### src/rtl/core/pct_pkg.sv
// ----------------------------------------------------------------------------
// pct_pkg
// shared types, character codes and class codes of the clause tokenizer
// ----------------------------------------------------------------------------
`timescale 1ns / 1ps

package pct_pkg;

   // default width of the nesting depth counter
   localparam int DEPTH_BITS_DEF = 16;

   // token class codes
   localparam logic [3:0] CLS_TERM      = 4'd0;
   localparam logic [3:0] CLS_FACT_END  = 4'd1;
   localparam logic [3:0] CLS_OPEN      = 4'd2;
   localparam logic [3:0] CLS_CLOSE     = 4'd3;
   localparam logic [3:0] CLS_CONJ      = 4'd4;
   localparam logic [3:0] CLS_SEPARATOR = 4'd5;
   localparam logic [3:0] CLS_NECK      = 4'd6;
   localparam logic [3:0] CLS_UNKNOWN   = 4'd7;
   localparam logic [3:0] CLS_END       = 4'd8;

   // character codes
   localparam logic [7:0] CH_PERCENT    = 8'h25;
   localparam logic [7:0] CH_MINUS      = 8'h2D;
   localparam logic [7:0] CH_LBRACKET   = 8'h5B;
   localparam logic [7:0] CH_RBRACKET   = 8'h5D;
   localparam logic [7:0] CH_BANG       = 8'h21;
   localparam logic [7:0] CH_UNDERSCORE = 8'h5F;
   localparam logic [7:0] CH_PERIOD     = 8'h2E;
   localparam logic [7:0] CH_LPAREN     = 8'h28;
   localparam logic [7:0] CH_RPAREN     = 8'h29;
   localparam logic [7:0] CH_COMMA      = 8'h2C;
   localparam logic [7:0] CH_BAR        = 8'h7C;
   localparam logic [7:0] CH_COLON      = 8'h3A;
   localparam logic [7:0] CH_SPACE      = 8'h20;
   localparam logic [7:0] CH_TAB        = 8'h09;
   localparam logic [7:0] CH_CR         = 8'h0D;
   localparam logic [7:0] CH_DEL        = 8'h7F;
   localparam logic [7:0] CH_NUL        = 8'h00;

   // one result word
   typedef struct packed {
      logic [3:0]  token_class;
      logic [7:0]  char_value;
      logic        term_start;
      logic [15:0] nesting_depth;
      logic [31:0] line_count;
   } result_type;

   // single-bit scanner state
   typedef struct packed {
      logic in_comment;
      logic colon_pending;
      logic in_term;
   } flags_type;

   // control byte: below space or delete
   function automatic logic is_ctrl(input logic [7:0] c);
      return (c < CH_SPACE) || (c == CH_DEL);
   endfunction

   // blank: space or tab through carriage return
   function automatic logic is_space(input logic [7:0] c);
      return (c == CH_SPACE) || ((c >= CH_TAB) && (c <= CH_CR));
   endfunction

   // letters, digits, underscore, open bracket, bang
   function automatic logic is_term_char(input logic [7:0] c);
      return ((c >= 8'h30) && (c <= 8'h39)) ||
             ((c >= 8'h41) && (c <= 8'h5A)) ||
             ((c >= 8'h61) && (c <= 8'h7A)) ||
             (c == CH_UNDERSCORE) || (c == CH_LBRACKET) || (c == CH_BANG);
   endfunction

endpackage

### src/rtl/core/prolog_clause_tokenizer.sv
// path: a byte accepted on req waits in the input register, moves on into the
//   result register and from there is offered on rsp
// throughput: one byte per cycle while rsp is not stalled; a byte behind a held
//   colon that is no neck and has its own word gives two words and stalls input
// an empty input register takes a byte while the result register waits on rsp_tready
// reset (synchronous, active high) clears depth, line count, all scanner flags
//   and the valid bit and word count of the pipeline registers
// ----------------------------------------------------------------------------
// prolog_clause_tokenizer
// classifies source text bytes into clause tokens for a clause parser
// ----------------------------------------------------------------------------
`timescale 1ns / 1ps

module prolog_clause_tokenizer
   import pct_pkg::*;
#(
   parameter int DEPTH_BITS = DEPTH_BITS_DEF
) (
   input  logic        clock,
   input  logic        reset,
   input  logic        req_tvalid,
   output logic        req_tready,
   input  logic [7:0]  req_tdata,   // [7:0] text_byte
   input  logic        req_tlast,   // end_of_text
   output logic        rsp_tvalid,
   input  logic        rsp_tready,
   output logic [63:0] rsp_tdata,   // [7:0] char_value, [8] term_start,
                                    // [24:9] nesting_depth, [56:25] line_count,
                                    // [63:57] zero
   output logic [3:0]  rsp_tuser,   // [3:0] token_class
   output logic        rsp_tlast    // last_of_run
);

   logic                  in_valid_ff, in_valid_in;
   logic [7:0]            in_byte_ff;
   logic                  in_end_ff;
   logic [DEPTH_BITS-1:0] depth_ff, depth_in;
   logic [31:0]           lines_ff, lines_in;
   flags_type             flags_ff, flags_in;
   result_type            res0_ff, res1_ff;
   logic [1:0]            cnt_ff, cnt_in;

   result_type            res_first, res_second, res_out;
   logic [1:0]            res_count;
   logic                  req_fire;
   logic                  rsp_fire;
   logic                  out_free;
   logic                  advance;

   // handshakes
   assign req_fire   = req_tvalid && req_tready;
   assign rsp_fire   = rsp_tvalid && rsp_tready;
   assign out_free   = (cnt_ff == 2'd0) || ((cnt_ff == 2'd1) && rsp_tready);
   assign advance    = in_valid_ff && out_free;
   assign req_tready = !in_valid_ff || out_free;

   // input register
   assign in_valid_in = req_fire || (in_valid_ff && !advance);

   always_ff @(posedge clock) begin
      if (reset) begin
         in_valid_ff <= 1'b0;
      end else begin
         in_valid_ff <= in_valid_in;
      end
   end

   always_ff @(posedge clock) begin
      if (req_fire) begin
         in_byte_ff <= req_tdata;
         in_end_ff  <= req_tlast;
      end
   end

   // classification
   pct_classify #(
      .DEPTH_BITS (DEPTH_BITS)
   ) u_classify (
      .text_byte   (in_byte_ff),
      .end_of_text (in_end_ff),
      .flags       (flags_ff),
      .depth       (depth_ff),
      .lines       (lines_ff),
      .flags_next  (flags_in),
      .depth_next  (depth_in),
      .lines_next  (lines_in),
      .res_first   (res_first),
      .res_second  (res_second),
      .res_count   (res_count)
   );

   // scanner state
   always_ff @(posedge clock) begin
      if (reset) begin
         depth_ff <= '0;
         lines_ff <= '0;
         flags_ff <= '0;
      end else if (advance) begin
         depth_ff <= depth_in;
         lines_ff <= lines_in;
         flags_ff <= flags_in;
      end
   end

   // result register: words left to send
   always_comb begin
      cnt_in = cnt_ff;
      if (advance) begin
         cnt_in = res_count;
      end else if (rsp_fire) begin
         cnt_in = cnt_ff - 2'd1;
      end
   end

   always_ff @(posedge clock) begin
      if (reset) begin
         cnt_ff <= 2'd0;
      end else begin
         cnt_ff <= cnt_in;
      end
   end

   always_ff @(posedge clock) begin
      if (advance) begin
         res0_ff <= res_first;
         res1_ff <= res_second;
      end
   end

   // output word select
   assign res_out    = (cnt_ff == 2'd2) ? res0_ff : res1_ff;
   assign rsp_tvalid = (cnt_ff != 2'd0);
   assign rsp_tlast  = (cnt_ff == 2'd1);
   assign rsp_tuser  = res_out.token_class;
   assign rsp_tdata  = {7'd0, res_out.line_count, res_out.nesting_depth,
                        res_out.term_start, res_out.char_value};

endmodule

### src/rtl/core/pct_classify.sv
// ----------------------------------------------------------------------------
// pct_classify
// per-byte classification: next scanner state and up to two result words
// ----------------------------------------------------------------------------
`timescale 1ns / 1ps

module pct_classify
   import pct_pkg::*;
#(
   parameter int DEPTH_BITS = DEPTH_BITS_DEF
) (
   input  logic [7:0]            text_byte,
   input  logic                  end_of_text,
   input  flags_type             flags,
   input  logic [DEPTH_BITS-1:0] depth,
   input  logic [31:0]           lines,
   output flags_type             flags_next,
   output logic [DEPTH_BITS-1:0] depth_next,
   output logic [31:0]           lines_next,
   output result_type            res_first,
   output result_type            res_second,
   output logic [1:0]            res_count
);

   localparam logic [DEPTH_BITS-1:0] DepthMax = {DEPTH_BITS{1'b1}};
   localparam logic [DEPTH_BITS-1:0] DepthOne = {{(DEPTH_BITS-1){1'b0}}, 1'b1};

   logic       neck;
   logic       take;
   logic       held_unknown;
   logic       line_inc;
   logic       tb_emit;
   logic [3:0] tb_class;
   logic       tb_start;
   logic       prim_emit;
   result_type prim_res;
   result_type colon_res;

   // path decode: neck closes a held colon, otherwise the byte is scanned
   assign neck         = !end_of_text && flags.colon_pending && (text_byte == CH_MINUS);
   assign take         = !end_of_text && !neck;
   assign held_unknown = flags.colon_pending && !neck;

   // line counting: control byte when scanned, or end of text inside a comment
   assign line_inc   = end_of_text ? flags.in_comment : (take && is_ctrl(text_byte));
   assign lines_next = (line_inc && (lines != 32'hFFFF_FFFF)) ? lines + 32'd1 : lines;

   // byte scanner
   always_comb begin
      tb_emit    = 1'b0;
      tb_class   = CLS_UNKNOWN;
      tb_start   = 1'b0;
      flags_next = flags;
      depth_next = depth;
      flags_next.colon_pending = 1'b0;
      if (end_of_text) begin
         flags_next.in_comment = 1'b0;
         flags_next.in_term    = 1'b0;
      end else if (take) begin
         priority if (flags.in_comment) begin
            if (is_ctrl(text_byte)) begin
               flags_next.in_comment = 1'b0;
            end
         end else if (is_term_char(text_byte)) begin
            tb_emit  = 1'b1;
            tb_class = CLS_TERM;
            tb_start = !flags.in_term;
            // a bracket that opens a term stands alone
            flags_next.in_term = !((text_byte == CH_LBRACKET) && !flags.in_term);
         end else begin
            flags_next.in_term = 1'b0;
            priority if (text_byte == CH_PERCENT) begin
               flags_next.in_comment = 1'b1;
            end else if (is_space(text_byte)) begin
               tb_emit = 1'b0;
            end else begin
               tb_emit = 1'b1;
               unique case (text_byte)
                  CH_PERIOD: begin
                     tb_class = CLS_FACT_END;
                  end
                  CH_LPAREN: begin
                     tb_class = CLS_OPEN;
                     if (depth != DepthMax) depth_next = depth + DepthOne;
                  end
                  CH_RPAREN: begin
                     tb_class = CLS_CLOSE;
                     if (depth != '0) depth_next = depth - DepthOne;
                  end
                  CH_RBRACKET: begin
                     tb_class = CLS_CLOSE;
                  end
                  CH_COMMA, CH_BAR: begin
                     tb_class = (depth == '0) ? CLS_CONJ : CLS_SEPARATOR;
                  end
                  CH_COLON: begin
                     tb_emit = 1'b0;
                     flags_next.colon_pending = 1'b1;
                  end
                  default: begin
                     tb_class = CLS_UNKNOWN;
                  end
               endcase
            end
         end
      end
   end

   // result carried by the byte itself, or the neck or end marker
   always_comb begin
      prim_emit              = 1'b1;
      prim_res.token_class   = tb_class;
      prim_res.char_value    = text_byte;
      prim_res.term_start    = tb_start;
      prim_res.nesting_depth = 16'(depth_next);
      prim_res.line_count    = lines_next;
      priority if (end_of_text) begin
         prim_res.token_class = CLS_END;
         prim_res.char_value  = CH_NUL;
         prim_res.term_start  = 1'b0;
      end else if (neck) begin
         prim_res.token_class = CLS_NECK;
         prim_res.char_value  = CH_COLON;
         prim_res.term_start  = 1'b0;
      end else begin
         prim_emit = tb_emit;
      end
   end

   // held colon that turned out not to be a neck, seen before the byte's effect
   always_comb begin
      colon_res.token_class   = CLS_UNKNOWN;
      colon_res.char_value    = CH_COLON;
      colon_res.term_start    = 1'b0;
      colon_res.nesting_depth = 16'(depth);
      colon_res.line_count    = lines;
   end

   // pack: the last result of a byte always sits in the second slot
   assign res_first  = colon_res;
   assign res_second = prim_emit ? prim_res : colon_res;
   assign res_count  = {1'b0, held_unknown} + {1'b0, prim_emit};

endmodule

### config.mk
export PLATFORM = sky130hd
export DESIGN_NAME = prolog_clause_tokenizer
export DESIGN_NICKNAME = d
export VERILOG_FILES = /design/src/rtl/core/pct_pkg.sv /design/src/rtl/core/prolog_clause_tokenizer.sv /design/src/rtl/core/pct_classify.sv
export SDC_FILE = /design/constraint.sdc
export NUM_CORES = 1
export LEC_CHECK = 0
export BUFFER_PORTS_ARGS = -buffer_cell sky130_fd_sc_hd__buf_2
export CORE_ASPECT_RATIO = 2
export CORE_MARGIN = 1.5
export CORE_UTILIZATION = 62
export DETAILED_ROUTE_END_ITERATION = 8
export PLACE_DENSITY = 0.83
export SLEW_MARGIN = 10
export SYNTH_ARGS = -nofsm -noshare
export SYNTH_HDL_FRONTEND = slang
export SYNTH_SLANG_ARGS = --single-unit
export TNS_END_PERCENT = 20
### constraint.sdc
create_clock -name clock -period 9.6 [get_ports clock]
set_clock_uncertainty 0.2 [all_clocks]
set_input_delay 1.44 -clock clock [delete_from_list [all_inputs] [get_ports clock]]
set_output_delay 1.44 -clock clock [all_outputs]
set_load 0.03 [all_outputs]
==> impl_metrics.env, run 1 <==
export IMPL_status="complete, no violations"
export IMPL_cts_clk_slew_worst_paths_ps=60
export IMPL_synthFlopType="edfxtp_1"
export IMPL_area_growth_pct=10.6
export IMPL_numCtsBuffers=17
export IMPL_reg2reg_depth=9
export IMPL_clk_latency_ps=440
export IMPL_synth_edf_count=118
export IMPL_cts_setup_buffers=0
export IMPL_setup_viol=0
export IMPL_p_sw_mw=0.675
export IMPL_fin_ws_ps=5270
export IMPL_die_w_um=88.5
export IMPL_syn_area_um2=9050
export IMPL_placed_cells=1075
export IMPL_tns_ps=0
export IMPL_synth_avg_cell_area_um2=10.4
export IMPL_drt_iter0_drc=467
export IMPL_ios=84
export IMPL_rows=62
export IMPL_post_cts_resized=0
export IMPL_crit_path_end_kind="flop"
export IMPL_slew_violations=0
export IMPL_p_int_mw=1.45
export IMPL_reg2reg_to="lines_ff[31]"
export IMPL_power_density_nw_per_um2=212
export IMPL_layout_cells_non_filler=1107
export IMPL_finalWirelength_um=22200
export IMPL_grt_max_degree=73
export IMPL_fill_cells=1089
export IMPL_reg2reg_slack_ps=5710
export IMPL_h_tree_depth=4
export IMPL_stdcell_area_um2=10000
export IMPL_crit_path_start="rsp_tready"
export IMPL_synth_cells=869
export IMPL_layout_drive_gt1_share_pct=20.3
export IMPL_place_ws_ps=4850
export IMPL_ys_seq_area_share_pct=51.1
export IMPL_vias_per_cell=6.39
export IMPL_vias=7077
export IMPL_cts_root_buf="clkbuf_16"
export IMPL_first_global_vias=6962
export IMPL_critical_path_peak_fanout=50
export IMPL_worstMarginPinSlew_ps=1140
export IMPL_synth_cell_types=69
export IMPL_async_reset_ff_share_pct=0
export IMPL_power_frac_seq_pct=43.0
export IMPL_die_y_um=174
export IMPL_netSwitchingFraction_pct=31.8
export IMPL_nNetsFinal=922
export IMPL_reg2reg_from="cnt_ff[0]"
export IMPL_rsz0062_at_grt="no"
export IMPL_antenna_found_initial=0
export IMPL_place_congestion=1.02
export IMPL_slew_headroom_pct=23.2
export IMPL_combPwrFrac_pct=23.5
export IMPL_ir_worst_vdd_mv=0.135
export IMPL_postCtsHoldBufs=0
export IMPL_drc=0
export IMPL_antennaDiodeCount=0
export IMPL_cts_tree="yes"
export IMPL_grt_use_total_pct=30.4
export IMPL_synth_seq_cells=172
export IMPL_cts_buffer_depth=2
export IMPL_crit_type="primary input to flop"
export IMPL_required_ps=9760
export IMPL_gr_total_overflow=0
export IMPL_fin_crit_sh_pct=45.1
export IMPL_io_buffers=76
export IMPL_max_freq_ghz=0.231
export IMPL_yosys_warnings=0
export IMPL_p_leak_nw=3.70
export IMPL_endpoint="lines_ff[31]"
export IMPL_arrival_ps=4490
export IMPL_hold_path_class="flop to flop"
export IMPL_dieArea_um2=15400
export IMPL_ant_nets=0
export IMPL_hpwl_um=14900
export IMPL_wl_per_cell_um=20.1
export IMPL_core_um2=14400
export IMPL_critPathLaunchType="primary input"
export IMPL_cts_sinks=172
export IMPL_fin_crit_ps=4330
export IMPL_dpl_cell_area_um2=9400
export IMPL_hold_viol_final=0
export IMPL_clockPowerShare_pct=33.5
export IMPL_max_cap_viol_count=0
export IMPL_report_power_total_mw=2.12
export IMPL_dr_pass1_iters=6
export IMPL_grt_pass1_wl_um=35300
export IMPL_initial_utilization_pct=63.1
-- power by group through the flow --
stage               clock network [mW]  registers, mW  logic [mW]
global route                     0.741          0.919       0.531
CTS                              0.718          0.911       0.500
global placement                     0          0.922       0.494
floorplan                            0          0.915       0.388
finish                           0.712          0.912       0.499
detailed placement                   0          0.927       0.498
-- area by class of cell --
cell class,count,area (um^2),share of cell area [%]
Inverter,15,58.8,0.587
Sequential cell,172,4620,46.2
Clock inverter,14,180,1.80
Tap cell,192,240,2.40
Multi-Input combinational cell,614,4050,40.5
Clock buffer,18,429,4.29
Timing Repair Buffer,82,425,4.25
-- through the flow --
step	hold slack (ps)	utilization [%]
after global routing	281	69.8
after global placement	264	65.5
final	275	69.8
after floorplan	203	-
after detailed placement	256	65.5
after CTS	272	69.8
-- worst min-delay path by stage --
stage / startpoint / to / slack [ps] / cells after the start
2_1_floorplan: lines_ff[13] / res0_ff[13] / 200 / 0
3_5_place_dp: lines_ff[11] / res0_ff[11] / 260 / 0
3_3_place_gp: lines_ff[11] / res0_ff[11] / 260 / 0
5_1_grt: lines_ff[11] / res0_ff[11] / 280 / 0
6_report: lines_ff[11] / res0_ff[11] / 280 / 0
4_1_cts: lines_ff[11] / res0_ff[11] / 270 / 0
-- critical path: stages --
cell and delay, ps:
buf_2 90, a21oi_1 80, nand2b_1 450, inv_4 580
o211a_1 840, nand2_1 340, or4_1 480, a21oi_1 150
-- cells in the final DEF (no fill, tap or decap), types with 4 or more instances in the layout --
cell / netlist / routed
a211oi_1: 6 / 6
a21oi_1: 22 / 22
a31oi_1: 10 / 10
and2_1: 6 / 6
and3_1: 7 / 7
and4_1: 8 / 8
buf_2: 13 / 76
buf_4: 8 / 6
clkbuf_16: 0 / 17
conb_1: 1 / 7
dfxtp_1: 54 / 54
edfxtp_1: 118 / 118
ha_1: 7 / 6
inv_1: 14 / 13
inv_6: 0 / 5
mux2_2: 51 / 51
nand2_1: 64 / 64
nand2b_1: 5 / 5
nand3_1: 42 / 42
nand3b_1: 5 / 5
nand4_1: 21 / 21
nand4b_1: 6 / 6
nor2_1: 91 / 91
nor2b_1: 13 / 13
nor3_1: 26 / 26
nor4_1: 24 / 24
o211ai_1: 4 / 4
o21ai_0: 16 / 16
o22ai_1: 6 / 6
o31ai_1: 8 / 8
or2_2: 10 / 10
or3_1: 8 / 8
or4_1: 11 / 11
xnor2_1: 11 / 11
xor2_1: 63 / 63
-- synth_stat cells, types with 3 or more instances --
cell,number,area share [%]
inv_1,14,0.58
nor4_2,3,0.41
xnor2_1,11,1.1
edfxtp_1,118,39
nand3b_1,5,0.41
o21ai_0,16,0.88
o311a_1,3,0.33
and3_1,7,0.48
o211ai_1,4,0.33
dfxtp_1,54,12
nand3_1,42,2.3
a211oi_1,6,0.50
ha_1,7,0.97
a21oi_1,22,1.2
mux2_2,51,6.3
xor2_1,63,6.1
nor3_1,26,1.4
nand2b_1,5,0.35
nand4_1,21,1.5
buf_2,13,0.72
o31a_1,3,0.29
nand4b_1,6,0.58
nand2_1,64,2.7
clkbuf_1,49,2.0
nor2_1,91,3.8
nor2b_1,13,0.90
nor4_1,24,1.7
or3_1,8,0.55
o31ai_1,8,0.66
or2_2,10,0.69
o22ai_1,6,0.41
and2_1,6,0.41
or4_1,11,0.91
and4_1,8,0.77
a31oi_1,10,0.69
buf_4,8,0.66
buf_6,4,0.50
-- logic make-up after synthesis --
| logic type | Yosys count | share of synthesized area (%) |
|---|---|---|
| adders and majority gates | 7 | 0.967 |
| buffers and inverters | 89 | 4.53 |
| other | 1 | 0.0414 |
| and+or+nand+nor | 362 | 21.1 |
| muxes | 53 | 6.56 |
| DFF | 172 | 51.1 |
| xor gates and xnor gates | 74 | 7.16 |
| AOI/OAI and AO/OA | 111 | 8.60 |
-- layer usage --
metal	wire, um	global-route usage [%]	vias up
li1	-	-	3249
met1	7580	31.6	3410
met2	12200	54.8	324
met3	1250	4.89	94
met4	1200	18.7	0
met5	0	0	-
-- sequential cells by signal, summed over array words and instances, names as in the netlist --
| signal | count |
|---|---|
| in_byte_ff | 8 |
| in_end_ff | 1 |
| flags_ff | 3 |
| depth_ff | 16 |
| lines_ff | 32 |
| cnt_ff | 2 |
| res0_ff | 48 |
| res1_ff | 61 |
| in_valid_ff | 1 |
Power figures use the tool's default switching activity.
==> run 2, diff against run 1 <==
Settings changed: CORE_UTILIZATION 62 to 60, PLACE_DENSITY 0.83 to 0.8.
Clock period 9.6 ns to 4 ns, I/O delays scaled along.
==> run 2 against run 1 <==
Compared with the run above: sequential power increased by 140%; critical path depth decreased by 1; clock-buffer cell count up 2; core utilization fell by 1.5 points; final area grew 1.1%; first-iteration DRC count decreased by 9.2%.
==> impl_metrics.env, run 2 (synthesized netlist as in run 1, its figures left out) <==
export IMPL_crit_buf_inv=1
export IMPL_fin_crit_ps=3370
export IMPL_cp_cell_sequence="xor2_1 > o311ai_0 > o32a_1 > o31a_1 > buf_4 > nor3_1 > xor2_1"
export IMPL_slew_violations=0
export IMPL_netSwitchingFraction_pct=32.4
export IMPL_fin_ws_ps=626
export IMPL_cts_buffer_depth=2
export IMPL_numCtsBuffers=17
export IMPL_max_freq_ghz=0.296
export IMPL_tns_ps=0
export IMPL_cts_setup_buffers=0
export IMPL_ant_nets=0
export IMPL_hold_viol_final=0
export IMPL_die_w_um=89.9
export IMPL_layout_drive_gt1_share_pct=22.1
export IMPL_cts_tree="yes"
export IMPL_power_frac_seq_pct=43.3
export IMPL_holdPathEnd="in_byte_ff[6]"
export IMPL_max_cap_viol_count=0
export IMPL_setup_viol=0
export IMPL_h_tree_depth=4
export IMPL_reg2reg_to="res1_ff[31]"
export IMPL_antennaDiodeCount=0
export IMPL_layout_common_cells="edfxtp_1 (118), nor2_1 (91), buf_2 (76), nand2_1 (64), xor2_1 (63)"
export IMPL_required_ps=3960
export IMPL_place_congestion=1.01
export IMPL_io_buffers=76
export IMPL_fin_crit_sh_pct=84.4
export IMPL_gr_total_overflow=0
export IMPL_rsz0062_at_grt="no"
export IMPL_largest_register_ffs=61
export IMPL_place_ws_ps=663
export IMPL_clockPowerShare_pct=31.6
export IMPL_min_from="req_tdata[6]"
export IMPL_vias_per_cell=6.28
export IMPL_postCtsHoldBufs=0
export IMPL_wl_per_cell_um=19.8
export IMPL_slowest_stage="o311ai_0"
export IMPL_finalWirelength_um=22400
export IMPL_status="complete, no violations"
export IMPL_ir_worst_vdd_mv=0.349
export IMPL_cts_root_buf="clkbuf_16"
export IMPL_slew_headroom_pct=42.6
export IMPL_nNetsFinal=944
export IMPL_combPwrFrac_pct=25.0
export IMPL_drt_iter0_drc=424
export IMPL_placed_cells=1100
export IMPL_clk_latency_ps=430
export IMPL_hpwl_um=15900
export IMPL_vias=7112
export IMPL_worstMarginPinSlew_ps=855
export IMPL_ios=84
export IMPL_rows=63
export IMPL_crit_path_end_kind="flop"
export IMPL_core_um2=14800
export IMPL_cts_sinks=172
export IMPL_first_global_vias=7205
export IMPL_regMostFlops="res1_ff"
export IMPL_fill_cells=1222
export IMPL_grt_max_degree=54
export IMPL_critPathLaunchType="flop"
export IMPL_grt_pass1_wl_um=36000
export IMPL_critical_path_peak_fanout=17
export IMPL_area_growth_pct=11.8
export IMPL_power_density_nw_per_um2=493
export IMPL_drc=0
export IMPL_final_common_cell="edfxtp_1"
export IMPL_reg_top3="res1_ff x61, res0_ff x48, lines_ff x32"
export IMPL_p_int_mw=3.37
export IMPL_hold_path_class="primary input to flop"
export IMPL_register_area_um2=4620
export IMPL_grt_use_total_pct=29.1
export IMPL_crit_type="flop to flop"
export IMPL_cts_clk_slew_worst_paths_ps=60
export IMPL_reg2reg_slack_ps=630
export IMPL_hold_depth=1
export IMPL_path_delay_family="compound AO/OA/AOI/OAI gates"
export IMPL_layout_cells_non_filler=1132
export IMPL_p_leak_nw=3.77
export IMPL_critPathMostFrequentCell="xor2_1"
export IMPL_p_sw_mw=1.62
export IMPL_reg2reg_depth=7
export IMPL_dieArea_um2=15900
export IMPL_antenna_found_initial=0
export IMPL_cp_slowest_stage_delay_ps=730
export IMPL_die_y_um=177
export IMPL_dr_pass1_iters=6
export IMPL_arrival_ps=3330
export IMPL_post_cts_resized=0
export IMPL_multi_input_area_um2=4050
export IMPL_initial_utilization_pct=61.1
export IMPL_reg2reg_from="in_byte_ff[2]"
## run 2: power groups by stage
stage	combinational (mW)	clock (mW)	sequential, mW
CTS	1.25	1.59	2.16
detailed placement	1.25	0	2.20
floorplan	0.930	0	2.18
finish	1.25	1.58	2.16
global route	1.33	1.66	2.18
global placement	1.24	0	2.19
## run 2: layout make-up
| type | count | share of cell area, % |
|---|---|---|
| Clock inverter | 12 | 1.21 |
| Tap cell | 195 | 2.41 |
| Timing Repair Buffer | 104 | 5.83 |
| Inverter | 15 | 0.581 |
| Clock buffer | 20 | 4.31 |
| Multi-Input combinational cell | 614 | 40.0 |
| Sequential cell | 172 | 45.7 |
## run 2: through the flow
| step | util (%) | hold slack, ps | instance area [um^2] | total power [mW] |
|---|---|---|---|---|
| floorplan | - | 203 | 9080 | 3.11 |
| global placement | 64.5 | 233 | 9560 | 3.43 |
| detailed placement | 64.5 | 244 | 9560 | 3.45 |
| CTS | 68.3 | 137 | 10100 | 5.01 |
| global route | 68.3 | 137 | 10100 | 5.17 |
| finish | 68.3 | 152 | 10100 | 4.99 |
## run 2: worst max path at each step
stage	cells past startpoint	endpoint	slack, ps	startpoint
6_report	7	res1_ff[31]	630	in_byte_ff[2]
5_1_grt	7	res1_ff[31]	380	in_byte_ff[2]
4_1_cts	7	res1_ff[31]	620	in_byte_ff[2]
3_5_place_dp	7	res1_ff[31]	660	in_byte_ff[2]
3_3_place_gp	7	res1_ff[31]	770	in_byte_ff[2]
2_1_floorplan	9	depth_ff[11]	250	cnt_ff[1]
## run 2: layer usage
metal	share of wire, %	global-route usage (%)
met2	56	54.8
met3	5.3	4.81
met1	33	28.1
met5	0	0
met4	6.4	21.8
## run 2: worst register-to-register path, delay by kind of cell (launching register included)
| family | cells | cell delay [ps] |
|---|---|---|
| DFF | 1 | 620 |
| AOI/OAI and AO/OA | 3 | 1500 |
| xor gates and xnor gates | 2 | 380 |
| and+or+nand+nor | 1 | 100 |
| buffers and inverters | 1 | 310 |
